## src/hw/rtl/assert_macros.svh

```systemverilog
// assertion macros used by first_fit_heap_allocator
`ifndef ASSERT_MACROS_SVH
`define ASSERT_MACROS_SVH

`ifndef SYNTH

// same-cycle implication, checked on every rising edge outside reset
`define ASSERT_IMPL(lbl, clk, rst_n, ante, cons, msg) \
    lbl: assert property (@(posedge clk) disable iff (!rst_n) (ante) |-> (cons)) \
        else $error(msg);

// next-cycle implication, checked on every rising edge outside reset
`define ASSERT_NEXT(lbl, clk, rst_n, ante, cons, msg) \
    lbl: assert property (@(posedge clk) disable iff (!rst_n) (ante) |=> (cons)) \
        else $error(msg);

`else

`define ASSERT_IMPL(lbl, clk, rst_n, ante, cons, msg)
`define ASSERT_NEXT(lbl, clk, rst_n, ante, cons, msg)

`endif

`endif

```

## src/hw/rtl/ffha_pkg.sv

```systemverilog
// shared types and constants of the first-fit heap allocator
`timescale 1ns / 1ps

package ffha_pkg;

    localparam int HEAP_BYTES_DEF   = 1024;
    localparam int HEADER_BYTES_DEF = 16;
    localparam int REQ_W            = 10;
    localparam int OFF_W            = 10;

    localparam logic MODE_ALLOC = 1'b0;
    localparam logic MODE_FREE  = 1'b1;

    typedef enum logic [3:0] {
        ST_IDLE,
        ST_ALLOC_WALK,
        ST_MARK,
        ST_SPLIT_HEAD,
        ST_SPLIT_REST,
        ST_FREE_WALK,
        ST_MERGE_WALK,
        ST_MERGE_WRITE,
        ST_RESP
    } state_t;

    typedef enum logic {
        ALU_NEXT,
        ALU_GAP
    } alu_op_t;

    typedef struct packed {
        logic             valid;
        logic             ok;
        logic [OFF_W-1:0] payload_offset;
    } resp_t;

endpackage

```

## src/hw/rtl/ffha_ctrl.sv

```systemverilog
// sequencer that walks the header chain for allocate and free
`timescale 1ns / 1ps

module ffha_ctrl #(
    parameter int HEAP_BYTES   = ffha_pkg::HEAP_BYTES_DEF,
    parameter int HEADER_BYTES = ffha_pkg::HEADER_BYTES_DEF,
    parameter int PW           = $clog2(HEAP_BYTES + 1),
    parameter int SW           = $clog2(HEAP_BYTES),
    parameter int CW           = ((PW > ffha_pkg::REQ_W) ? PW : ffha_pkg::REQ_W) + 2
) (
    input  logic                       clk,
    input  logic                       rst_n,
    input  logic                       start,
    input  logic                       mode,
    input  logic [ffha_pkg::REQ_W-1:0] request_size,
    input  logic [ffha_pkg::OFF_W-1:0] free_offset,
    output logic                       idle,
    output ffha_pkg::resp_t            resp,
    input  logic                       resp_take,
    output logic                       mem_we,
    output logic [PW-1:0]              mem_waddr,
    output logic [SW:0]                mem_wdata,
    output logic [PW-1:0]              mem_raddr,
    input  logic [SW:0]                mem_rdata,
    output ffha_pkg::alu_op_t          alu_op,
    output logic [CW-1:0]              alu_a,
    output logic [CW-1:0]              alu_b,
    input  logic [CW-1:0]              alu_res
);
    import ffha_pkg::*;

    state_t           state_reg, state_next;
    logic [PW-1:0]    pos_reg, pos_next;
    logic [PW-1:0]    aux_reg, aux_next;
    logic [PW-1:0]    run_start_reg, run_start_next;
    logic             prev_free_reg, prev_free_next;
    logic [REQ_W-1:0] req_reg, req_next;
    logic [OFF_W-1:0] target_reg, target_next;
    logic [SW-1:0]    size_reg, size_next;
    logic             mode_reg, mode_next;
    logic             ok_reg, ok_next;

    logic             rd_mark;
    logic [SW-1:0]    rd_size;
    logic             next_end;
    logic             fit;
    logic             split;
    logic             hit;
    logic             low_off;
    logic [PW-1:0]    next_pos;

    assign rd_mark  = mem_rdata[SW];
    assign rd_size  = mem_rdata[SW-1:0];
    assign next_pos = alu_res[PW-1:0];
    assign next_end = alu_res >= CW'(HEAP_BYTES);
    assign fit      = !rd_mark && (CW'(rd_size) >= CW'(req_reg));
    assign split    = CW'(rd_size) > (CW'(req_reg) + CW'(HEADER_BYTES));
    assign hit      = CW'(pos_reg) == CW'(target_reg);
    assign low_off  = free_offset < OFF_W'(HEADER_BYTES);

    // next state
    always_comb
    begin
        state_next = state_reg;
        unique case (state_reg)
            ST_IDLE:
            begin
                if (start)
                begin
                    if (mode == MODE_ALLOC)
                    begin
                        state_next = ST_ALLOC_WALK;
                    end
                    else if (low_off)
                    begin
                        state_next = ST_RESP;
                    end
                    else
                    begin
                        state_next = ST_FREE_WALK;
                    end
                end
            end
            ST_ALLOC_WALK:
            begin
                if (fit)
                begin
                    state_next = split ? ST_SPLIT_HEAD : ST_MARK;
                end
                else if (next_end)
                begin
                    state_next = ST_RESP;
                end
            end
            ST_MARK:        state_next = ST_RESP;
            ST_SPLIT_HEAD:  state_next = ST_SPLIT_REST;
            ST_SPLIT_REST:  state_next = ST_RESP;
            ST_FREE_WALK:
            begin
                if (hit)
                begin
                    state_next = next_end ? ST_MERGE_WRITE : ST_MERGE_WALK;
                end
                else if (next_end)
                begin
                    state_next = ST_RESP;
                end
            end
            ST_MERGE_WALK:
            begin
                if (rd_mark || next_end)
                begin
                    state_next = ST_MERGE_WRITE;
                end
            end
            ST_MERGE_WRITE: state_next = ST_RESP;
            ST_RESP:
            begin
                if (resp_take)
                begin
                    state_next = ST_IDLE;
                end
            end
            default:        state_next = ST_IDLE;
        endcase
    end

    // datapath and outputs
    always_comb
    begin
        pos_next       = pos_reg;
        aux_next       = aux_reg;
        run_start_next = run_start_reg;
        prev_free_next = prev_free_reg;
        req_next       = req_reg;
        target_next    = target_reg;
        size_next      = size_reg;
        mode_next      = mode_reg;
        ok_next        = ok_reg;
        idle           = 1'b0;
        mem_we         = 1'b0;
        mem_waddr      = pos_reg;
        mem_wdata      = {1'b0, size_reg};
        mem_raddr      = pos_reg;
        alu_op         = ALU_NEXT;
        alu_a          = CW'(pos_reg);
        alu_b          = CW'(rd_size);
        resp.valid     = 1'b0;
        resp.ok        = ok_reg;
        resp.payload_offset = '0;

        unique case (state_reg)
            ST_IDLE:
            begin
                idle      = 1'b1;
                mem_raddr = '0;
                if (start)
                begin
                    pos_next       = '0;
                    run_start_next = '0;
                    prev_free_next = 1'b0;
                    req_next       = request_size;
                    target_next    = free_offset - OFF_W'(HEADER_BYTES);
                    mode_next      = mode;
                    ok_next        = 1'b0;
                end
            end
            ST_ALLOC_WALK:
            begin
                if (fit)
                begin
                    size_next = rd_size;
                    ok_next   = 1'b1;
                end
                else if (!next_end)
                begin
                    pos_next  = next_pos;
                    mem_raddr = next_pos;
                end
            end
            ST_MARK:
            begin
                mem_we    = 1'b1;
                mem_wdata = {1'b1, size_reg};
            end
            ST_SPLIT_HEAD:
            begin
                // alu gives the start of the leftover block
                mem_we    = 1'b1;
                mem_wdata = {1'b1, SW'(req_reg)};
                alu_b     = CW'(req_reg);
                aux_next  = next_pos;
            end
            ST_SPLIT_REST:
            begin
                alu_op    = ALU_GAP;
                alu_a     = CW'(size_reg);
                alu_b     = CW'(req_reg);
                mem_we    = 1'b1;
                mem_waddr = aux_reg;
                mem_wdata = {1'b0, alu_res[SW-1:0]};
            end
            ST_FREE_WALK:
            begin
                if (hit)
                begin
                    aux_next = prev_free_reg ? run_start_reg : pos_reg;
                    if (next_end)
                    begin
                        pos_next = PW'(HEAP_BYTES);
                    end
                    else
                    begin
                        pos_next  = next_pos;
                        mem_raddr = next_pos;
                    end
                end
                else
                begin
                    if (rd_mark)
                    begin
                        prev_free_next = 1'b0;
                    end
                    else
                    begin
                        if (!prev_free_reg)
                        begin
                            run_start_next = pos_reg;
                        end
                        prev_free_next = 1'b1;
                    end
                    if (!next_end)
                    begin
                        pos_next  = next_pos;
                        mem_raddr = next_pos;
                    end
                end
            end
            ST_MERGE_WALK:
            begin
                // pos stops on the first allocated block or the heap end
                if (!rd_mark)
                begin
                    if (next_end)
                    begin
                        pos_next = PW'(HEAP_BYTES);
                    end
                    else
                    begin
                        pos_next  = next_pos;
                        mem_raddr = next_pos;
                    end
                end
            end
            ST_MERGE_WRITE:
            begin
                alu_op    = ALU_GAP;
                alu_a     = CW'(pos_reg);
                alu_b     = CW'(aux_reg);
                mem_we    = 1'b1;
                mem_waddr = aux_reg;
                mem_wdata = {1'b0, alu_res[SW-1:0]};
                ok_next   = 1'b1;
            end
            ST_RESP:
            begin
                // alu gives block start plus header
                alu_b      = '0;
                resp.valid = 1'b1;
                if (ok_reg && (mode_reg == MODE_ALLOC))
                begin
                    resp.payload_offset = alu_res[OFF_W-1:0];
                end
            end
            default:
            begin
                idle = 1'b0;
            end
        endcase
    end

    always_ff @(posedge clk or negedge rst_n)
    begin
        if (!rst_n)
        begin
            state_reg <= ST_IDLE;
        end
        else
        begin
            state_reg <= state_next;
        end
    end

    always_ff @(posedge clk)
    begin
        pos_reg       <= pos_next;
        aux_reg       <= aux_next;
        run_start_reg <= run_start_next;
        prev_free_reg <= prev_free_next;
        req_reg       <= req_next;
        target_reg    <= target_next;
        size_reg      <= size_next;
        mode_reg      <= mode_next;
        ok_reg        <= ok_next;
    end

endmodule
```

## config.mk

```make
export PLATFORM = sky130hd
export DESIGN_NAME = ffha_ctrl
export DESIGN_NICKNAME = d
export VERILOG_FILES = /design/src/hw/rtl/assert_macros.svh /design/src/hw/rtl/ffha_pkg.sv /design/src/hw/rtl/ffha_ctrl.sv
export SDC_FILE = /design/constraint.sdc
export NUM_CORES = 1
export LEC_CHECK = 0
export BUFFER_PORTS_ARGS = -buffer_cell sky130_fd_sc_hd__buf_2
export CORE_MARGIN = 2
export CORE_UTILIZATION = 55
export DETAILED_ROUTE_END_ITERATION = 6
export PLACE_DENSITY = 0.81
export SLEW_MARGIN = 20
export SYNTH_ARGS = -nofsm -noshare
export SYNTH_HDL_FRONTEND = slang
export SYNTH_SLANG_ARGS = --single-unit
```

## constraint.sdc

```tcl
create_clock -name clk -period 8.95 [get_ports clk]
set_input_delay 1.79 -clock clk [delete_from_list [all_inputs] [get_ports clk]]
set_output_delay 1.79 -clock clk [all_outputs]
set_load 0.005 [all_outputs]
```

# After elaboration in Yosys (flattened, before gate mapping)
# Cells that the tools add are included.
[word_totals] reg_bits=70 out_inout_bits=74
[classes] addsub=2 n_lt_le_gt_ge=4 n_eq_ne=17 muxes=42 bitwise_logic=1 n_reduce_logical=21
[op_table] op="2-to-1 mux 11 bit" n=13
[op_table] op="case mux 11 bit (4 select lines)" n=2
[op_table] op="case mux 11 bit (3 select lines)" n=2
[op_table] op="case mux 11 bit (2 select lines)" n=2
[op_table] op="2-to-1 mux 4 bit" n=8
[op_table] op="case mux 4 bit (7 select lines)" n=1
[op_table] op="2-to-1 mux 10 bit" n=2
[op_table] op="== test 4 x 3 -> 1 bit, second input constant" n=4
[op_table] op="inequality test 2 bit, second input constant" n=8
[op_table] op=">= comparator 13 x 11 -> 1 bit, second input constant" n=1
[op_table] op="AND reduction 3 bit" n=4
[op_table] op="adder 10 x 5 -> 11 bit, second input constant" n=1
[op_table] op="== test 11 x 10 -> 1 bit" n=1
[op_table] op="greater-than comparator 10 x 11 -> 1 bit" n=1
[op_table] op=">= comparator 10 bit" n=1
[op_table] op="less-than comparator 10 x 5 -> 1 bit, second input constant" n=1
[op_table] op="2-to-1 mux 1 bit" n=10
[op_table] op="subtractor 10 x 5 -> 10 bit, second input constant" n=1
[op_table] op="== test 4 x 2 -> 1 bit, second input constant" n=2
[op_table] op="AND reduction 2 bit" n=3
[op_table] op="== test 4 x 1 -> 1 bit, second input constant" n=1
[op_table] op="== test 4 bit, second input constant" n=1
[op_table] op="logical NOT 4 bit" n=1
[op_table] op="AND reduction 4 bit" n=1
[op_table] op="12 further kinds" n=15

# Depth between registers and ports, before layout
# Gate-level depths: netlist of the first run.
[logic_depth] depth_word=5 mapped_depth=10 ltp_nobuf=10

# Worst setup path before layout of the first run
# Ideal clock, no wire load.
[synth_timing] path_type="input port to output port" start="in mem_rdata[0]" end="out mem_raddr[0]" arrival_ns=3.517 slack_ns=3.643 stages=9 cell_sequence="inv_1 -> ha_1 -> nand2b_1 -> a21o_1 -> a221oi_4 -> mux2i_1 -> a211o_1 -> buf_2 -> a22o_1"
[synth_via] elab_chain_len=4
[synth_lines] element="from (decl)" line="ffha_ctrl.sv:24" source="input logic [SW:0] mem_rdata,"
[synth_lines] element=">= comparator 10 bit" line="ffha_ctrl.sv:56" source="assign fit = !rd_mark && (CW'(rd_size) >= CW'(req_reg));"
[synth_lines] element="logical AND 1 bit" line="ffha_ctrl.sv:56"
[synth_lines] element="2-to-1 mux 11 bit" line="ffha_ctrl.sv:170" source="if (fit)"
[synth_lines] element="case mux 11 bit (4 select lines)" line="ffha_ctrl.sv:152" source="unique case (state_reg)"
[synth_lines] element="to (decl)" line="ffha_ctrl.sv:23" source="output logic [PW-1:0] mem_raddr,"
# No other way between the ends.

# Worst setup path in the final report of the first run
[layout_timing] start="in mem_rdata[3]" end="out mem_raddr[0]"
# The elaborated chain is that of the path after synthesis.

==> results.md, run 1 <==
- Status: complete, no violations
- Peak VDD IR: about 160 uV
- Final period utilization: 0.658
- Post-route setup TNS: 0 ps
- Starting Density: 0.566
- Global placement routability congestion: 0.982
- Post-CTS setup buffers: 0
- Wire per inst: roughly 21 um
- Power per Cell Area: 300 nW/um2
- Relative slew margins: 0.337
- Iter 0 DRT Violations: 436
- Final Cell Area: about 5300 um2
- Initial antenna violation count: 0
- Crit path largest cell delay: 600 ps
- Hold Vio Cnt, Final: 0
- Fin crit period: 5890 ps
- Critical path type: primary input to output pin
- Worst path cell trace: buf_2, ha_1, a21oi_1, o21ai_1, a221oi_4, nand2_1, a31oi_2, a22o_1, buf_2
- Worst-path maximum fanout: 10
- I/O pins: ~120
- Resized cells post-CTS: 0
- Fmax: 170 MHz
- Max Cap Violations: 0
- Commonest cells after routing, fill and taps aside: buf_2 (118), edfxtp_1 (66), inv_1 (38)
- Yosys warns: 0
- Worst path arrival time: a little over 4000 ps
- Final max-slew violation count: 0
- Fill cells: 606
- Via count: approximately 3800
- Least-Margin Pin Slew: approximately 990 ps
- Startpoint class of the critical path: primary input
- Placeable Area: approximately 7700 um2
- Ys flop type: edfxtp_1
- Number of global-route vias before repair: 3627
- Flops & latches, synth: 70
- Die Ht: slightly above 90 um
- Clock skew: approximately 9 ps
- Sequential area share after synthesis: 0.476
- Clk buf depth: 2
- H-tree depth: 3
- Total iterations of the first detailed-routing run: 6
- Clock root buffer: clkbuf_8
- NumNets Final: between 500 and 600
- Final setup viols: 0
- CTS buffer count: 9
- Hold Crit Class: flop to flop
- CP Capture Type: output pin
- CP max-delay cell: a31oi_2
- Number of antenna-violating nets in the routed design: 0
- Largest net degree at the start of global routing: 27
- Post-Place Cell Area: a little over 5000 um2
- Most common cell after layout, fill and taps aside: buf_2
- RSZ-0062 raised after global routing: no
- DIE AREA: 8680 um2
- Synth cell types: 54
- EDFF count, synth: 66
- Mapped cell area: 4370 um2
- Gr usage total: 0.302
- Chip width: between 90 and 100 um
- Total power: between 1500 and 2000 uW
- Gate Count Post-Synth: slightly below 400
- Most frequent CP cell: buf_2
- Asr flop ratio synth: 0.0571
- CTS tree: yes
- Port Buf Inserts: about 120
- Crit path max-delay family: compound AO/OA/AOI/OAI gates
- WL final: about 13000 um
- Leak: ~0.0024 uW
- Diode count: 0
- Post-CTS Hold Buffers: 0
- Finished Core Util: 0.683
- Worst-Skew Late Latency: 350 ps
- Post-DP HPWL: 9620 um
- Global-route wire length before repair: 19600 um
- Area Overhead vs Synth: 20.7%
- Post-route DRC violation count: 0
- # rows: 32
- Worst path bufs/invs: 2
- Grt ovf: 0
- Worst-path clk slew: ~80 ps
- Critical path required time: 7160 ps
- Share of post-route cells with drive strength above 1: 0.337
- Mean area per synthesized cell: 11.1 um2
- CTS Sinks: 70
- DR vias/cell: just over 6
## worst register-to-register path: cells and delay by family (launching register included)
kind | cells | cell delay (ps)
buf+inv | 1 | 90
flops | 1 | 520
simple gates | 1 | 120
compound gates | 5 | 1450
fa+ha+maj | 1 | 300
## worst paths after layout
path                                        from                to  slack (ps)  cells past startpoint
worst max register to register        req_reg[4]        pos_reg[3]        6330                      8
min in group asynchronous                  rst_n      state_reg[1]        1230                      1
worst min-delay path            run_start_reg[9]  run_start_reg[9]         640                      2
worst max-delay path                mem_rdata[3]      mem_raddr[0]        3060                      9
max in group asynchronous                  rst_n      state_reg[3]        7590                      1
worst min register to register  run_start_reg[9]  run_start_reg[9]         640                      2
## through the flow
step / hold WS [ps] / setup slack, ps / cells
2_1_floorplan: 581 / 3640 / 397
3_3_place_gp: 602 / 3200 / 597
3_5_place_dp: 615 / 3120 / 597
4_1_cts: 633 / 3110 / 613
5_1_grt: 654 / 2990 / 613
6_report: 638 / 3060 / 613
## layout make-up
cell class / count / area, um2 / share of cell area
flip-flops and latches: 70 / 2080 / 0.395
multi-input cells: 263 / 2050 / 0.388
repair buffers: 123 / 628 / 0.119
inverters: 39 / 146 / 0.0277
well taps: 102 / 128 / 0.0242
clock buffers: 9 / 124 / 0.0235
clock inverters: 7 / 123 / 0.0232
## per-layer routing
| layer | share of wire | vias to the layer above | track usage |
|---|---|---|---|
| met1 | 0.40 | 1814 | 0.416 |
| li1 | - | 1699 | - |
| met2 | 0.47 | 242 | 0.464 |
| met4 | 0.031 | 0 | 0.110 |
| met3 | 0.098 | 38 | 0.0774 |
| met5 | 0 | - | 0 |
## cell usage after synthesis, types with 4 or more instances
library cell / count / share of area
xor2_1: 12 / 0.024
inv_1: 38 / 0.033
nand2b_1: 4 / 0.0057
buf_4: 5 / 0.0086
clkbuf_1: 13 / 0.011
a222oi_1: 20 / 0.046
o21ai_0: 8 / 0.0092
nor2_1: 23 / 0.020
nand3_1: 5 / 0.0057
a21o_1: 16 / 0.027
dfrtp_1: 4 / 0.023
xnor2_1: 7 / 0.014
a21oi_1: 12 / 0.014
ha_1: 18 / 0.051
edfxtp_1: 66 / 0.45
nand2_1: 14 / 0.012
or3_1: 4 / 0.0057
buf_2: 6 / 0.0069
mux2i_1: 12 / 0.027
a22o_1: 20 / 0.040
nor3_1: 9 / 0.010
mux2_2: 21 / 0.054
and2_1: 14 / 0.020
## power breakdown
part           internal, uW  switching [uW]  leakage, uW
Sequential              470             118     0.000677
Clock                   186             131     0.000116
Combinational           316             363      0.00162
## kinds of logic (layout without fill, tap and decap cells)
logic type                 count (synthesis)  count (layout)  synth area share
adders and majority gates                 18              18            0.0515
xor gates and xnor gates                  19              19            0.0380
DFF                                       70              70             0.476
and+or+nand+nor                           94              94             0.115
AOI/OAI and AO/OA                         95              95             0.176
muxes                                     33              33            0.0815
other                                      1               4          0.000857
buffers and inverters                     64             178            0.0609
No activity file was read; power rests on OpenSTA's default activity.
==> inputs of run 2 (changes only) <==
Settings changed: ABC_AREA set to 1, CORE_UTILIZATION 55 to 49, PLACE_DENSITY 0.81 to 0.74.
Clock period 8.95 ns to 5 ns, I/O delays scaled along.
==> run 2 against run 1 <==
Against the previous run: core utilization fell by 9.5 points; worst setup slack got worse by 2300 ps; hold slack got worse by 220 ps; critical path depth rose by 4; routed wire length rose by 14%; count of clock-buffer cells in the layout did not move; register-to-register slack got worse by 4400 ps; critical endpoint is now mem_raddr[9]; highest routed layer unchanged.
==> results.md, run 2 <==
- Most common cell after layout, fill and taps aside: nand2_1
- Hold Crit Class: primary input to async pin
- Worst-path maximum fanout: 26 (+16)
- Mean area per synthesized cell: 8.06 um2 (-27%)
- CTS Sinks: 70 (unchanged)
- Number of antenna-violating nets in the routed design: 0 (unchanged)
- Crit path largest cell delay: 660 ps (+60 ps)
- Gr usage total: 0.273 (-0.0290)
- CTS buffer count: 9 (unchanged)
- Mapped cell area: 4860 um2 (+11%)
- Clock skew: 11.4 ps (+2.39 ps)
- Post-CTS setup buffers: 0 (unchanged)
- Area Overhead vs Synth: 17.0%
- Top cell type's share of synthesized area: 0.408 (-0.0455)
- Worst-Skew Late Latency: 370 ps (+20 ps)
- Hold Vio Cnt, Final: 0 (unchanged)
- Critical path type: primary input to output pin
- CTS tree: yes
- Fin crit period: ~4200 ps
- Finished Core Util: 0.588 (-0.0954)
- Final setup viols: 0 (unchanged)
- Asr flop ratio synth: 0.0571 (unchanged)
- Final period utilization: 0.848
- R2r startpoint: state_reg[2]
- Post-route setup TNS: 0 ps (unchanged)
- WL final: 14700 um (+14%)
- Global-route wire length before repair: 22900 um (+17%)
- Flops & latches, synth: 70 (unchanged)
- Placeable Area: 9680 um2 (+25%)
- Fill cells: 895 (+48%)
- Count leader, synth: nand2_1
- Die Ht: 104 um (+11%)
- Status: complete, no violations
- Sequential Area: 2080 um2 (unchanged)
- Number of global-route vias before repair: 4508 (+24%)
- Peak VDD IR: 289 uV (+82%)
- Cells after DPL: 834 (+40%)
- Synth cell types: 39 (-28%)
- Post-DP HPWL: 10900 um (+13%)
- Setup slack, reg-to-reg: 1930 ps (-4400 ps)
- CP Launch Point: mem_rdata[4]
- Diode count: 0 (unchanged)
- Global placement routability congestion: 0.917 (-6.6%)
- Clock root buffer: clkbuf_8
- Crit path max-delay family: simple AND/OR/NAND/NOR gates
- Leak: 0.00273 uW (+13%)
- RSZ-0062 raised after global routing: no
- EDFF count, synth: 66 (unchanged)
- Yosys top cell by area: edfxtp_1
- Port Buf Inserts: 118 (unchanged)
- Synth top area cells: edfxtp_1 (41%), nand2_1 (10%), inv_1 (5.9%)
- Critical path required time: 4000 ps (-3160 ps)
- Resized cells post-CTS: 0 (unchanged)
- Worst-path clk slew: 80 ps (about the same)
- Cells on worst reg2reg path: 7 (-1)
- Worst path cell trace: buf_2, ha_1, nand2_1, inv_1, a21oi_1, nand2_1, nand2_1, nand2_1, nand2_1, nand2_1, o211ai_1, nand3_1, buf_2
- CP Capture Type: output pin
- Synth cell count leaders: nand2_1 (133), inv_1 (77), edfxtp_1 (66), nor2_1 (61), nand3_1 (39)
- Fmax: approximately 240 MHz
- I/O pins: 123 (unchanged)
- Worst path arrival time: 3240 ps (-860 ps)
- CP max-delay cell: nand2_1
- Yosys warns: 0 (unchanged)
- DIE AREA: 10700 um2 (+24%)
- Commonest cells after routing, fill and taps aside: nand2_1 (133), buf_2 (118), inv_1 (77)
- Power per Cell Area: 547 nW/um2 (+82%)
- Final max-slew violation count: 0 (unchanged)
- Wire per inst: 17.3 um (-18%)
- Final Cell Area: 5690 um2 (+7.8%)
- NumNets Final: 779 (+36%)
- Chip width: 104 um (+11%)
- Starting Density: 0.502 (-0.0640)
- H-tree depth: 3 (unchanged)
- Startpoint class of the critical path: primary input
- Ys flop type: edfxtp_1
- Post-route DRC violation count: 0 (unchanged)
- Clk buf depth: 2 (unchanged)
- Post-Place Cell Area: 5510 um2 (+9.5%)
- Largest net degree at the start of global routing: 29 (+7.4%)
- Gate Count Post-Synth: 603 (+53%)
- Share of post-route cells with drive strength above 1: 0.220 (-0.116)
- Worst r2r dst: pos_reg[3]
- DR vias/cell: 5.66 (-8.6%)
- Least-Margin Pin Slew: 1080 ps (+89.0 ps)
- Total iterations of the first detailed-routing run: 5 (-1)
- # rows: 36 (+13%)
- Iter 0 DRT Violations: 340 (-22%)
- Via count: 4808 (+27%)
- Worst path bufs/invs: 3 (+1)
- Most frequent CP cell: nand2_1
- Grt ovf: 0 (unchanged)
- Post-CTS Hold Buffers: 0 (unchanged)
- Max Cap Violations: 0 (unchanged)
- Relative slew margins: 0.278 (-0.0595)
- Multi-input logic area: 2320 um2 (+14%)
- Sequential area share after synthesis: 0.428 (-0.0478)
- Non-filler instance count after layout: 850 (+39%)
- Initial antenna violation count: 0 (unchanged)
==> run 2: cell count changes in the layout (fill, tap and decap cells not counted), moves of 19 or more <==
cell	before	now
a22o_1	20	0
nand3_1	5	39
a222oi_1	20	0
inv_1	38	77
nor2_1	23	60
o21ai_0	8	27
mux2_2	21	0
nand2_1	14	133
==> run 2: per-stage QoR <==
step	worst slack (ps)	hold WS [ps]	total power [uW]
floorplan	1650	563	2040
global placement	977	596	2600
detailed placement	904	607	2630
CTS	835	425	3090
global route	570	428	3310
finish	758	420	3110
==> run 2: per-layer routing <==
layer | GRT usage | routed length [um] | up-vias
met3 | 0.0554 | 1350 | 40
met1 | 0.369 | 6120 | 2244
met2 | 0.431 | 6770 | 273
li1 | - | - | 2251
met4 | 0.110 | 468 | 0
met5 | 0 | 0 | -
==> run 2: power breakdown <==
part	internal (uW)	total (uW)	switching (uW)
logic	576	1590	1010
registers	894	1070	177
clock network	222	449	227
total	1690	3110	1420
==> run 2: worst max-delay path by stage <==
| stage | depth (start not counted) | slack, ps | end |
|---|---|---|---|
| 2_1_floorplan | 11 | 1650 | mem_raddr[0] |
| 3_3_place_gp | 13 | 980 | mem_raddr[8] |
| 3_5_place_dp | 13 | 900 | mem_raddr[10] |
| 4_1_cts | 13 | 840 | mem_raddr[9] |
| 5_1_grt | 13 | 570 | mem_raddr[9] |
| 6_report | 13 | 760 | mem_raddr[9] |
==> run 2: cell families (layout without fill, tap and decap cells) <==
kind of cell    count (synthesis)  after routing  share of synthesized area
compound gates                118            118                      0.154
mux                             3              3                    0.00618
buf+inv                       112            223                     0.0968
other cells                     1              4                   0.000771
fa+ha+maj                      18             18                     0.0463
xor+xnor                       12             12                     0.0216
simple gates                  269            269                      0.247
flops                          70             70                      0.428
==> run 2: final cells by class <==
class | count | share of cell area
clock buffer | 9 | 0.0218
multi-input combinational | 424 | 0.408
tap | 133 | 0.0292
inverter | 85 | 0.0561
sequential | 70 | 0.366
timing repair buffer | 122 | 0.109
clock inverter | 7 | 0.00967
