## src/hw/rtl/assert_macros.svh

```systemverilog
// assertion macros used by first_fit_heap_allocator
`ifndef ASSERT_MACROS_SVH
`define ASSERT_MACROS_SVH

`ifndef SYNTH

// same-cycle implication, checked on every rising edge outside reset
`define ASSERT_IMPL(lbl, clk, rst_n, ante, cons, msg) \
    lbl: assert property (@(posedge clk) disable iff (!rst_n) (ante) |-> (cons)) \
        else $error(msg);

// next-cycle implication, checked on every rising edge outside reset
`define ASSERT_NEXT(lbl, clk, rst_n, ante, cons, msg) \
    lbl: assert property (@(posedge clk) disable iff (!rst_n) (ante) |=> (cons)) \
        else $error(msg);

`else

`define ASSERT_IMPL(lbl, clk, rst_n, ante, cons, msg)
`define ASSERT_NEXT(lbl, clk, rst_n, ante, cons, msg)

`endif

`endif

```

## src/hw/rtl/ffha_pkg.sv

```systemverilog
// shared types and constants of the first-fit heap allocator
`timescale 1ns / 1ps

package ffha_pkg;

    localparam int HEAP_BYTES_DEF   = 1024;
    localparam int HEADER_BYTES_DEF = 16;
    localparam int REQ_W            = 10;
    localparam int OFF_W            = 10;

    localparam logic MODE_ALLOC = 1'b0;
    localparam logic MODE_FREE  = 1'b1;

    typedef enum logic [3:0] {
        ST_IDLE,
        ST_ALLOC_WALK,
        ST_MARK,
        ST_SPLIT_HEAD,
        ST_SPLIT_REST,
        ST_FREE_WALK,
        ST_MERGE_WALK,
        ST_MERGE_WRITE,
        ST_RESP
    } state_t;

    typedef enum logic {
        ALU_NEXT,
        ALU_GAP
    } alu_op_t;

    typedef struct packed {
        logic             valid;
        logic             ok;
        logic [OFF_W-1:0] payload_offset;
    } resp_t;

endpackage

```

## src/hw/rtl/ffha_alu.sv

```systemverilog
// shared pointer arithmetic unit: next block start and gap size
`timescale 1ns / 1ps

module ffha_alu #(
    parameter int W            = 12,
    parameter int HEADER_BYTES = ffha_pkg::HEADER_BYTES_DEF
) (
    input  ffha_pkg::alu_op_t op,
    input  logic [W-1:0]      a,
    input  logic [W-1:0]      b,
    output logic [W-1:0]      res
);
    import ffha_pkg::*;

    always_comb
    begin
        unique case (op)
            ALU_NEXT: res = a + b + W'(HEADER_BYTES);
            ALU_GAP:  res = a - b - W'(HEADER_BYTES);
            default:  res = '0;
        endcase
    end

endmodule

```

## config.mk

```make
export PLATFORM = sky130hd
export DESIGN_NAME = ffha_alu
export DESIGN_NICKNAME = d
export VERILOG_FILES = /design/src/hw/rtl/assert_macros.svh /design/src/hw/rtl/ffha_pkg.sv /design/src/hw/rtl/ffha_alu.sv
export SDC_FILE = /design/constraint.sdc
export NUM_CORES = 1
export LEC_CHECK = 0
export ABC_AREA = 1
export ABC_CLOCK_PERIOD_IN_PS = 2000
export BUFFER_PORTS_ARGS = -buffer_cell sky130_fd_sc_hd__buf_2
export CAP_MARGIN = 20
export CORE_ASPECT_RATIO = 0.9
export CORE_MARGIN = 4
export CORE_UTILIZATION = 54
export DETAILED_ROUTE_END_ITERATION = 10
export GPL_TIMING_DRIVEN = 0
export MAX_ROUTING_LAYER = met4
export PLACE_DENSITY = 0.81
export SLEW_MARGIN = 30
export SYNTH_ARGS = -nofsm -noshare
export SYNTH_HDL_FRONTEND = slang
export SYNTH_SLANG_ARGS = --single-unit
```

## constraint.sdc

```tcl
create_clock -name vclk -period 2
set_input_delay 0.1 -clock vclk [all_inputs]
set_output_delay 0.1 -clock vclk [all_outputs]
set_load 0.02 [all_outputs]
```

==> Word-level counts from Yosys, hierarchy flattened <==
Index checks and enable logic that the tools add are counted.
{ "totals": {"reg_bits": 0, "input_bits": 25, "out_inout_bits": 12, "word_cells": 6} }
{ "op_classes": {"addsub": 4, "muxes": 1, "bitwise_logic": 1} }
{ "op_table": {"columns": ["op", "n"], "rows": [
  ["one-hot mux 12 bit (2 select lines)", 1],
  ["adder 12 bit", 1],
  ["adder 12 x 5 -> 12 bit, second input constant", 1],
  ["subtractor 12 bit", 1],
  ["subtractor 12 x 5 -> 12 bit, second input constant", 1],
  ["NOT 1 bit", 1]
]} }

==> Logic depth before layout (Yosys ltp) <==
Gate-level depths: netlist of the first run.
{ "depth": {"word_depth": 3, "mapped_depth": 16} }

==> Worst setup path before layout of the first run <==
Ideal clock, no wire load.
{ "synth_path": {"kind": "input-to-output", "startpoint": "input b[1]", "endpoint": "output res[7]", "arrival_time_ps": 1854, "t_required_ps": 1900, "path_slack_ps": 46, "stages": 12, "path_cell_list": "inv_1 > ha_1 > ha_1 > inv_1 > fa_1 > inv_1 > nand3_1 > nand2_1 > nand2_1 > nand2_2 > xor2_1 > o21ai_0"} }
{ "synth_via": {"elab_chain_cells": 3, "elab_cells_between_ends": 5, "cone_classes": "4 x add/sub; 1 x mux"} }
{ "synth_rtl": {"columns": ["item", "line", "rtl"], "rows": [
  ["start: declaration", "ffha_alu.sv:10", "input logic [W-1:0] b,"],
  ["subtractor 12 bit / adder 12 bit (equally long branches)", "ffha_alu.sv:19, ffha_alu.sv:18", null],
  ["subtractor 12 x 5 -> 12 bit / adder 12 x 5 -> 12 bit (equally long branches)", "ffha_alu.sv:19, ffha_alu.sv:18", null],
  ["one-hot mux 12 bit (2 select lines) *", "ffha_alu.sv:17", "unique case (op)"],
  ["end: declaration", "ffha_alu.sv:11", "output logic [W-1:0] res"]
]} }
Every way passes the cells marked *; elsewhere a longest branch is shown, timed or not.

==> Worst setup path in the final report of the first run <==
{ "layout_path": {"startpoint": "input b[2]", "endpoint": "output res[7]"} }
Same word-level chain as after synthesis.

==> flow_summary.rst, run 1 <==
.. list-table::
   :header-rows: 1

   * - Metric
     - Value
   * - Status
     - complete, but fails checks
   * - Violations in the final reports
     - setup timing
   * - Mean post-synth cell area
     - 6.069 um^2
   * - Total of hold buffers inserted after clock tree synthesis
     - 0
   * - Number of placed instances with taps included
     - 312
   * - Gr usage total
     - 0.1997
   * - Setup crit end kind
     - output port
   * - Synthesized instance count
     - 247
   * - Post-place instance area
     - 0.001719 mm^2
   * - Destination of the worst hold path
     - res[0]
   * - Total area of sequential cells
     - 0 um^2
   * - RSZ-0062 raised after global routing
     - true
   * - Fraction of final layout cells with drive strength greater than 1
     - 0.3174
   * - Die width
     - 63.54 um
   * - Post-synth top cells
     - 59 x nand2_1, 55 x inv_1, 40 x ha_1, 20 x nand3_1, 14 x a21oi_1
   * - Area growth syn-to-layout
     - 34.06%
   * - Dominant cell by count in the synthesized netlist
     - nand2_1
   * - Max VDD drop
     - 0.2265 mV
   * - Detailed-placement wirelength estimate
     - 2754 um
   * - Violation count after the first detailed-routing iteration
     - 65
   * - Synth top area cells
     - ha_1 33%, nand2_1 15%, inv_1 14%
   * - Diode insertion count for antenna repair
     - 0
   * - Hold path cells
     - 4
   * - Worst-case setup slack after placement
     - -0.2028 ns
   * - Worst hold path class
     - in2out
   * - Min Hold Slack
     - 0.6413 ns
   * - Fmax
     - 0.4997 GHz
   * - Number of sequential cells
     - 0
   * - Required time of the worst setup path
     - 1.90 ns
   * - Setup slack of the critical path after layout
     - -0.001095 ns
   * - Largest net degree at the start of global routing
     - 11
   * - Final estimated routing congestion in global placement
     - 0.8334
   * - 1st-pass router iterations
     - 4
   * - Effective utilization at floorplan
     - 0.5873
   * - Startpoint kind of the worst setup timing path
     - input port
   * - Total of fill cells in the finished design
     - 192
   * - Non-Filler Instances
     - 321
   * - Leakage dissipation
     - 1.178 nW
   * - Critical path fanouts, max
     - 3
   * - Count of standard-cell rows
     - 17
   * - Port-buffer cells
     - 37
   * - Gr ovfl total
     - 0
   * - Number of design rule violations left after detail routing
     - 0
   * - Number of hold violations in the final report
     - 0
   * - Tcrit/Tclk final
     - 1.001
   * - Pwr Density
     - 385.2 mW/mm^2
   * - Syn Nets
     - 314
   * - Finished layout cell area
     - 0.002009 mm^2
   * - Area of the mapped netlist
     - 0.001499 mm^2
   * - Final period demand of the worst path
     - 2.001 ns
   * - Fraction of post-synthesis cell area in the top cell type by area
     - 0.3339
   * - Fraction of the yosys area taken by sequential cells
     - 0
   * - Area of the core
     - 0.002552 mm^2
   * - Final-report max-slew violation count
     - 0
   * - WL per Instance
     - 11.68 um
   * - Vias in the first global route
     - 1447
   * - Total of endpoints with negative setup slack in the final report
     - 1
   * - Worst-Margin Slew
     - 0.3323 ns
   * - Total die area
     - 0.003684 mm^2
   * - Number of max-capacitance violations reported
     - 0
   * - I/O pin count
     - 37
   * - Critical Path AT
     - 1.90 ns
   * - Warning count from the yosys run
     - 0
   * - Final-layout setup total negative slack
     - -0.001095 ns
   * - Remaining number of nets flagged by the antenna check after routing
     - 0
   * - Via count of the routed design
     - 1639
   * - Synth area leader
     - ha_1
   * - Worst relative slew slack
     - 0.7784
   * - First-pass GRT wire length
     - 6085 um
   * - Vertical die dimension
     - 57.98 um
   * - Netlist cell types
     - 26
   * - Initial antenna violation count
     - 0
   * - Hold Path Origin
     - b[0]
   * - Number of clock-tree buffers in the layout
     - 0
   * - Vias per Instance
     - 5.106
   * - Final routed wirelength across all metal layers
     - 3748 um
   * - Nets
     - 362
   * - Type of the worst setup path
     - in2out
-- cells in the final DEF, fill, tap and decap left out, types with 2 or more instances in the layout --
cell | netlist | final
a21o_1 | 2 | 2
buf_4 | 0 | 11
a21oi_2 | 0 | 3
o21ai_1 | 0 | 2
nand2_2 | 7 | 12
ha_1 | 40 | 29
nor2_1 | 7 | 7
buf_2 | 0 | 30
a21boi_1 | 2 | 3
fa_2 | 0 | 2
inv_2 | 2 | 8
o21bai_1 | 2 | 2
nand3b_1 | 6 | 6
ha_2 | 0 | 2
a21oi_1 | 14 | 11
o21ai_0 | 11 | 9
nand3_1 | 20 | 15
inv_1 | 55 | 48
nand2_1 | 59 | 53
xor2_1 | 5 | 5
buf_6 | 1 | 6
nand3_2 | 1 | 6
ha_4 | 0 | 9
and2_1 | 2 | 2
-- worst max-delay path by stage --
stage / startpoint / end
3_3_place_gp: a[1] / res[7]
5_1_grt: b[2] / res[7]
2_1_floorplan: b[1] / res[7]
6_report: b[2] / res[7]
4_1_cts: b[1] / res[11]
3_5_place_dp: a[1] / res[7]
-- where the power goes --
group          total [mW]  internal [mW]  leakage (nW)  switching, mW
combinational       0.774          0.333          1.18          0.441
sequential              0              0             0              0
clock                   0              0             0              0
-- critical path, stage by stage --
cell and delay (ns):
buf_2 0.10, inv_1 0.07, ha_4 0.29, inv_1 0.07, fa_2 0.36, inv_2 0.08, nand3_2 0.07, nand2_2 0.10
nand2_2 0.07, nand2_4 0.09, buf_6 0.10, xor2_1 0.14, o21ai_1 0.10, buf_4 0.16
-- cells by family (layout without fill, tap and decap cells) --
group | count (synthesis) | in the layout | share of synthesized area
simple gates | 106 | 106 | 0.3214
buf+inv | 59 | 105 | 0.1528
fa+ha+maj | 42 | 42 | 0.3606
compound gates | 33 | 33 | 0.1235
xor+xnor | 6 | 6 | 0.03506
mux | 1 | 1 | 0.006678
-- per-stage QoR --
step / utilization / power [mW]
2_1_floorplan: - / 0.4611
3_5_place_dp: 0.6735 / 0.6206
3_3_place_gp: 0.6735 / 0.6110
6_report: 0.7873 / 0.7740
4_1_cts: 0.7201 / 0.6748
5_1_grt: 0.7873 / 0.8700
-- routing by layer --
layer  global-route usage  part of all wire  up-vias
li1                     -                 -      874
met1               0.2851              0.47      707
met2               0.3333              0.48       58
met3             0.001938             0.054        0
met4             0.009231                 0        0
met5                    -                 0        -
-- cell type report --
cell class,instances,area [um^2],share of cell area
Buffer,1,11.26,0.005604
Inverter,58,220.2,0.1096
Timing Repair Buffer,46,289.0,0.1438
Multi-Input combinational cell,188,1454,0.7235
Tap cell,28,35.03,0.01743
-- timing repair --
item	in CTS	in global routing
resized for setup	23	31
endpoints found under the setup margin	3	7
pin swaps	11	13
hold endpoints to repair	0	0
buffers inserted	6	3
gates cloned	0	0
No activity file was read; power rests on OpenSTA's default activity.
==> run 2: changes to the inputs <==
--- a/config.mk
+++ b/config.mk
@@ -16,7 +16,7 @@
 export GPL_TIMING_DRIVEN = 0
 export MAX_ROUTING_LAYER = met4
 export PLACE_DENSITY = 0.81
-export SLEW_MARGIN = 30
 export SYNTH_ARGS = -nofsm -noshare
 export SYNTH_HDL_FRONTEND = slang
 export SYNTH_SLANG_ARGS = --single-unit
+export TNS_END_PERCENT = 30
==> run 2 against run 1 <==
Compared with the run above:
- the flow still finishes with violations (setup timing)
- worst setup slack got worse by 0.038 ns
- non-clock buffer count unchanged
- die area unchanged
- power decreased by 0.95%
- first-iteration DRC count increased by 34%
- combinational power decreased by 0.9%
- sequential share of layout area unchanged
- global-route usage decreased by 0.88 points
- critical path type unchanged
- critical endpoint unchanged
==> flow_summary.rst, run 2 (synthesized netlist as in run 1, its figures left out) <==
.. list-table::
   :header-rows: 1

   * - Metric
     - Value
   * - Status
     - complete, but fails checks (unchanged)
   * - Violations in the final reports
     - setup timing (unchanged)
   * - Via count of the routed design
     - 1628 (was 1639)
   * - Vias per Instance
     - 5.072 (was 5.106)
   * - RSZ-0062 raised after global routing
     - true (unchanged)
   * - Violation count after the first detailed-routing iteration
     - 87 (was 65)
   * - Number of clock-tree buffers in the layout
     - 0 (unchanged)
   * - Fmax
     - 0.4904 GHz (was 0.4997 GHz)
   * - WL per Instance
     - 11.60 um (was 11.68 um)
   * - Net switching fraction of the power
     - 0.5713 (was 0.5695)
   * - Worst-case setup slack after placement
     - -0.2028 ns (unchanged)
   * - Post-place instance area
     - 0.001719 mm^2 (unchanged)
   * - Critical path fanouts, max
     - 3 (unchanged)
   * - Worst-Margin Slew
     - 0.2977 ns (was 0.3323 ns)
   * - Leading cell type in the layout, fill and taps excluded
     - nand2_1 (unchanged)
   * - Internal power contribution
     - 0.3287 mW (was 0.3333 mW)
   * - Pwr Density
     - 382.3 mW/mm^2 (was 385.2 mW/mm^2)
   * - Number of placed instances with taps included
     - 312 (unchanged)
   * - Number of design rule violations left after detail routing
     - 0 (unchanged)
   * - Max VDD drop
     - 0.2243 mV (was 0.2265 mV)
   * - Area growth syn-to-layout
     - 33.81% (was 34.06%)
   * - Effective utilization at floorplan
     - 0.5873 (unchanged)
   * - Non-Filler Instances
     - 321 (unchanged)
   * - Diode insertion count for antenna repair
     - 0 (unchanged)
   * - Vertical die dimension
     - 57.98 um (unchanged)
   * - Count of standard-cell rows
     - 17 (unchanged)
   * - Total area of sequential cells
     - 0 um^2 (unchanged)
   * - Fraction of power consumed by the clock network
     - 0 (about the same)
   * - I/O pin count
     - 37 (unchanged)
   * - Area of the core
     - 0.002552 mm^2 (unchanged)
   * - Type of the worst setup path
     - in2out (unchanged)
   * - Worst relative slew slack
     - 0.8003 (was 0.7784)
   * - Setup slack of the critical path after layout
     - -0.03926 ns (was -0.001095 ns)
   * - Nets
     - 362 (unchanged)
   * - Startpoint kind of the worst setup timing path
     - input port (unchanged)
   * - Remaining number of nets flagged by the antenna check after routing
     - 0 (unchanged)
   * - Number of hold violations in the final report
     - 0 (unchanged)
   * - Fraction of final layout cells with drive strength greater than 1
     - 0.3106 (was 0.3174)
   * - Worst hold path class
     - in2out (unchanged)
   * - Tcrit/Tclk final
     - 1.020 (was 1.001)
   * - Total of endpoints with negative setup slack in the final report
     - 2 (was 1)
   * - Final routed wirelength across all metal layers
     - 3722 um (was 3748 um)
   * - Area of combinational cells with multiple inputs
     - 0.001449 mm^2 (was 0.001454 mm^2)
   * - Final estimated routing congestion in global placement
     - 0.8334 (unchanged)
   * - Total die area
     - 0.003684 mm^2 (unchanged)
   * - Final period demand of the worst path
     - 2.039 ns (was 2.001 ns)
   * - Setup crit end kind
     - output port (unchanged)
   * - Initial antenna violation count
     - 0 (unchanged)
   * - Combinational power share
     - 1.000 (about the same)
   * - 1st-pass router iterations
     - 4 (unchanged)
   * - Gr ovfl total
     - 0 (unchanged)
   * - Required time of the worst setup path
     - 1.90 ns (about the same)
   * - Gr usage total
     - 0.1909 (was 0.1997)
   * - Die width
     - 63.54 um (unchanged)
   * - Final-report max-slew violation count
     - 0 (unchanged)
   * - Largest net degree at the start of global routing
     - 11 (unchanged)
   * - Power dissipated by switching net loads
     - 0.4380 mW (was 0.4408 mW)
   * - Total of hold buffers inserted after clock tree synthesis
     - 0 (unchanged)
   * - Detailed-placement wirelength estimate
     - 2754 um (unchanged)
   * - Vias in the first global route
     - 1404 (was 1447)
   * - Reg power frac
     - 0 (about the same)
   * - First-pass GRT wire length
     - 5871 um (was 6085 um)
   * - Number of max-capacitance violations reported
     - 0 (unchanged)
   * - Total of fill cells in the finished design
     - 185 (was 192)
   * - Highest-count cells in the layout ignoring fill and taps
     - 53 x nand2_1, 47 x inv_1, 31 x buf_2 (was 53 x nand2_1, 48 x inv_1, 30 x buf_2)
   * - Finished layout cell area
     - 0.002006 mm^2 (was 0.002009 mm^2)
   * - Critical Path AT
     - 1.94 ns (was 1.90 ns)
   * - Port-buffer cells
     - 37 (unchanged)
   * - Leakage dissipation
     - 1.172 nW (was 1.178 nW)
   * - Number of sequential cells
     - 0 (unchanged)
   * - Min Hold Slack
     - 0.6428 ns (was 0.6413 ns)
==> run 2: cell types whose count changed in the layout (fill, tap and decap cells not counted) <==
cell / change
inv_1: -1
buf_4: -1
inv_2: +1
buf_6: -1
nand3_1: +2
nor3_2: -1
buf_2: +1
buf_8: +1
ha_2: -1
nand3_2: -2
ha_4: +1
nor3_1: +1
==> run 2: cell type report <==
type | count | share of cell area
Buffer | 1 | 0.005614
Tap cell | 28 | 0.01747
Multi-Input combinational cell | 188 | 0.7224
Timing Repair Buffer | 46 | 0.1447
Inverter | 58 | 0.1098
==> run 2: through the flow <==
stage	power (mW)	util	setup TNS, ns
floorplan	0.4611	-	0
global placement	0.6110	0.6735	-0.4907
detailed placement	0.6206	0.6735	-0.5260
CTS	0.6615	0.7069	-0.009977
global route	0.8626	0.7858	-0.3518
finish	0.7667	0.7858	-0.05892
==> run 2: worst max-delay path, stage by stage <==
cell,delay (ns)
buf_8,0.08
inv_4,0.03
ha_4,0.27
ha_4,0.14
inv_2,0.04
fa_2,0.38
inv_2,0.08
nand3_2,0.07
nand2_2,0.10
nand2_2,0.07
nand2_4,0.09
buf_6,0.10
xor2_1,0.13
o21ai_1,0.10
buf_4,0.16
==> run 2: layer usage <==
layer / global-route usage / wire length (um)
met4: 0.009231 / 51
met2: 0.3065 / 1736
met3: 0.001938 / 178
met1: 0.2816 / 1755
met5: - / 0
==> run 2: final timing paths <==
check,start,endpoint,slack [ns],depth (start not counted)
hold / removal,b[0],res[0],0.64,4
setup / recovery,b[1],res[7],-0.04,15
==> run 2: timing repair <==
item	CTS	global route
pin swaps	5	12
endpoints found under the setup margin	3	7
buffers inserted	5	4
gates resized for setup	15	37
==> run 2: power groups by stage <==
stage                     registers (mW)  logic [mW]  clock network (mW)
after floorplan                        0       0.461                   0
after global placement                 0       0.611                   0
after detailed placement               0       0.621                   0
after CTS                              0       0.661                   0
after global routing                   0       0.863                   0
final                                  0       0.767                   0
==> run 3: changes to the inputs <==
--- a/config.mk
+++ b/config.mk
@@ -6,7 +6,7 @@
 export NUM_CORES = 1
 export LEC_CHECK = 0
 export ABC_AREA = 1
-export ABC_CLOCK_PERIOD_IN_PS = 2000
+export ABC_CLOCK_PERIOD_IN_PS = 2400
 export BUFFER_PORTS_ARGS = -buffer_cell sky130_fd_sc_hd__buf_2
 export CAP_MARGIN = 20
 export CORE_ASPECT_RATIO = 0.9
@@ -14,7 +14,6 @@
 export CORE_UTILIZATION = 54
 export DETAILED_ROUTE_END_ITERATION = 10
 export GPL_TIMING_DRIVEN = 0
-export MAX_ROUTING_LAYER = met4
 export PLACE_DENSITY = 0.81
 export SYNTH_ARGS = -nofsm -noshare
 export SYNTH_HDL_FRONTEND = slang
==> constraint.sdc (replaced) <==
create_clock -name vclk -period 2.4
set_input_delay 0.12 -clock vclk [all_inputs]
set_output_delay 0.12 -clock vclk [all_outputs]
set_load 0.02 [all_outputs]
==> run 3 against run 2 <==
Compared with the run above:
- the flow now finishes without violations
- global-route usage shrank 1.3 points
- flip-flop and latch count is the same
- routed wire length shrank 15%
- design area shrank 14%
- core utilization shrank 11 points
- non-clock buffer count shrank 9
- critical endpoint is now res[11]
- largest cell class unchanged
- largest power group unchanged
==> flow_summary.rst, run 3 (synthesized netlist as in run 1, its figures left out) <==
.. list-table::
   :header-rows: 1

   * - Metric
     - Value
   * - Gr usage total
     - 0.1781 (was 0.1909)
   * - Number of max-capacitance violations reported
     - 0 (unchanged)
   * - Max VDD drop
     - 0.1520 mV (was 0.2243 mV)
   * - Crit path cell chain
     - buf_2 > inv_1 > ha_1 > ha_2 > inv_1 > fa_1 > inv_1 > nand3_1 > nand2_2 > nand2_1 > nand2_2 > nand3_2 > nand2_1 > nand2_1 > nand3_1 > nand2_1 > buf_2 (was buf_8 > inv_4 > ha_4 > ha_4 > inv_2 > fa_2 > inv_2 > nand3_2 > nand2_2 > nand2_2 > nand2_4 > buf_6 > xor2_1 > o21ai_1 > buf_4)
   * - Detailed-placement wirelength estimate
     - 2754 um (unchanged)
   * - 1st-pass router iterations
     - 4 (unchanged)
   * - I/O pin count
     - 37 (unchanged)
   * - Leading cell type in the layout, fill and taps excluded
     - nand2_1 (unchanged)
   * - Final-layout setup total negative slack
     - 0 ns (was -0.05892 ns)
   * - Worst hold path class
     - in2out (unchanged)
   * - Pwr Density
     - 303.4 mW/mm^2 (was 382.3 mW/mm^2)
   * - Vertical die dimension
     - 57.98 um (unchanged)
   * - Number of clock-tree buffers in the layout
     - 0 (unchanged)
   * - Via count of the routed design
     - 1541 (was 1628)
   * - Gr ovfl total
     - 0 (unchanged)
   * - Number of setup buffers added after CTS
     - 0 (was 5)
   * - Worst-Margin Slew
     - 0.2814 ns (was 0.2977 ns)
   * - Vias per Instance
     - 4.939 (was 5.072)
   * - Final-report max-slew violation count
     - 0 (unchanged)
   * - Remaining number of nets flagged by the antenna check after routing
     - 0 (unchanged)
   * - Violation count after the first detailed-routing iteration
     - 48 (was 87)
   * - Total of endpoints with negative setup slack in the final report
     - 0 (was 2)
   * - WL per Instance
     - 10.09 um (was 11.60 um)
   * - Count of standard-cell rows
     - 17 (unchanged)
   * - Total die area
     - 0.003684 mm^2 (unchanged)
   * - Nets
     - 353 (was 362)
   * - Hold Path Origin
     - b[0] (unchanged)
   * - Final period demand of the worst path
     - 2.195 ns
   * - Critical Path AT
     - 2.08 ns (was 1.94 ns)
   * - Master of the slowest instance on the critical path
     - fa_1 (was fa_2)
   * - Critical path fanouts, max
     - 3 (unchanged)
   * - Type of the worst setup path
     - in2out (unchanged)
   * - Area growth syn-to-layout
     - 15.19% (was 33.81%)
   * - Largest net degree at the start of global routing
     - 11 (unchanged)
   * - Setup crit end kind
     - output port (unchanged)
   * - Total of hold buffers inserted after clock tree synthesis
     - 0 (unchanged)
   * - Number of sequential cells
     - 0 (unchanged)
   * - Number of hold violations in the final report
     - 0 (unchanged)
   * - Fmax
     - 0.4556 GHz
   * - Worst relative slew slack
     - 0.8112 (was 0.8003)
   * - Status
     - finished clean (was complete, but fails checks)
   * - Destination of the worst hold path
     - res[0] (unchanged)
   * - RSZ-0062 raised after global routing
     - false (was true)
   * - Worst path max stage delay
     - 0.36 ns (was 0.38 ns)
   * - Final core occ
     - 0.6765 (was 0.7858)
   * - Total area of sequential cells
     - 0 um^2 (unchanged)
   * - Hold path cells
     - 4 (unchanged)
   * - Final estimated routing congestion in global placement
     - 0.8211 (was 0.8334)
   * - Area of the core
     - 0.002552 mm^2 (unchanged)
   * - Highest-count cells in the layout ignoring fill and taps
     - 58 x nand2_1, 55 x inv_1, 39 x ha_1 (was 53 x nand2_1, 47 x inv_1, 31 x buf_2)
   * - Tcrit/Tclk final
     - 0.9146
   * - Leakage dissipation
     - 1.112 nW (was 1.172 nW)
   * - Vias in the first global route
     - 1375 (was 1404)
   * - Effective utilization at floorplan
     - 0.5873 (unchanged)
   * - Number of design rule violations left after detail routing
     - 0 (unchanged)
   * - Port-buffer cells
     - 37 (unchanged)
   * - Cell seen most often among critical-path stages
     - nand2_1
   * - Startpoint kind of the worst setup timing path
     - input port (unchanged)
   * - First-pass GRT wire length
     - 5692 um (was 5871 um)
   * - Diode insertion count for antenna repair
     - 0 (unchanged)
   * - Die width
     - 63.54 um (unchanged)
   * - Final routed wirelength across all metal layers
     - 3148 um (was 3722 um)
   * - Required time of the worst setup path
     - 2.28 ns (was 1.90 ns)
   * - Total of fill cells in the finished design
     - 243 (was 185)
   * - Initial antenna violation count
     - 0 (unchanged)
   * - Fraction of final layout cells with drive strength greater than 1
     - 0.1831 (was 0.3106)
-- run 3: cell count changes in the layout (fill, tap and decap cells not counted), moves of 5 or more --
cell,delta
buf_2,+6
buf_4,-10
ha_1,+10
ha_4,-10
inv_1,+8
inv_2,-7
nand2_1,+5
-- run 3: layout make-up --
class | instances | area (um^2) | share of cell area
tap | 28 | 35.03 | 0.02029
timing repair buffer | 37 | 185.2 | 0.1072
inverter | 58 | 217.7 | 0.1261
buffer | 1 | 11.26 | 0.006522
multi-input combinational | 188 | 1277 | 0.7399
-- run 3: per-layer routing --
| layer | part of all wire | vias up | GRT usage |
|---|---|---|---|
| met1 | 0.53 | 647 | 0.2819 |
| met2 | 0.41 | 36 | 0.2798 |
| met5 | 0 | - | 0 |
| met3 | 0.048 | 2 | 0.001938 |
| met4 | 0.0044 | 0 | 0.009231 |
| li1 | - | 856 | - |
-- run 3: how the worst max path moves through the flow --
stage	startpoint	end	slack, ns	cells past startpoint
after floorplan	b[1]	res[7]	0.41	12
final	b[1]	res[11]	0.20	17
after global routing	b[1]	res[7]	0.01	16
after CTS	a[1]	res[7]	0.14	15
after detailed placement	a[1]	res[7]	0.16	15
after global placement	a[1]	res[7]	0.14	15
-- run 3: stage by stage --
stage | area [um^2] | power (mW) | setup slack [ns] | cells | hold WS, ns
3_3_place_gp | 1719 | 0.5091 | 0.1370 | 312 | 0.6132
3_5_place_dp | 1719 | 0.5172 | 0.1572 | 312 | 0.6241
4_1_cts | 1719 | 0.5213 | 0.1389 | 312 | 0.6246
5_1_grt | 1727 | 0.6053 | 0.01143 | 312 | 0.6573
6_report | 1727 | 0.5239 | 0.2049 | 312 | 0.6180
2_1_floorplan | 1499 | 0.3843 | 0.4062 | 247 | 0.4215
-- run 3: critical path, delay by kind of cell --
family / cells / cell delay, ns
buffers and inverters: 5 / 0.45
adders and majority gates: 3 / 0.84
and+or+nand+nor: 9 / 0.67
-- run 3: report_power, final --
part           leakage [nW]  internal [mW]  switching [mW]
Clock                     0              0               0
Combinational          1.11          0.202           0.322
Sequential                0              0               0
Total                  1.11          0.202           0.322
-- run 3: repair_timing --
item / CTS / global route
gates resized for setup: 0 / 3
endpoints found under the setup margin: 0 / 3
hold endpoints to repair: 0 / 0
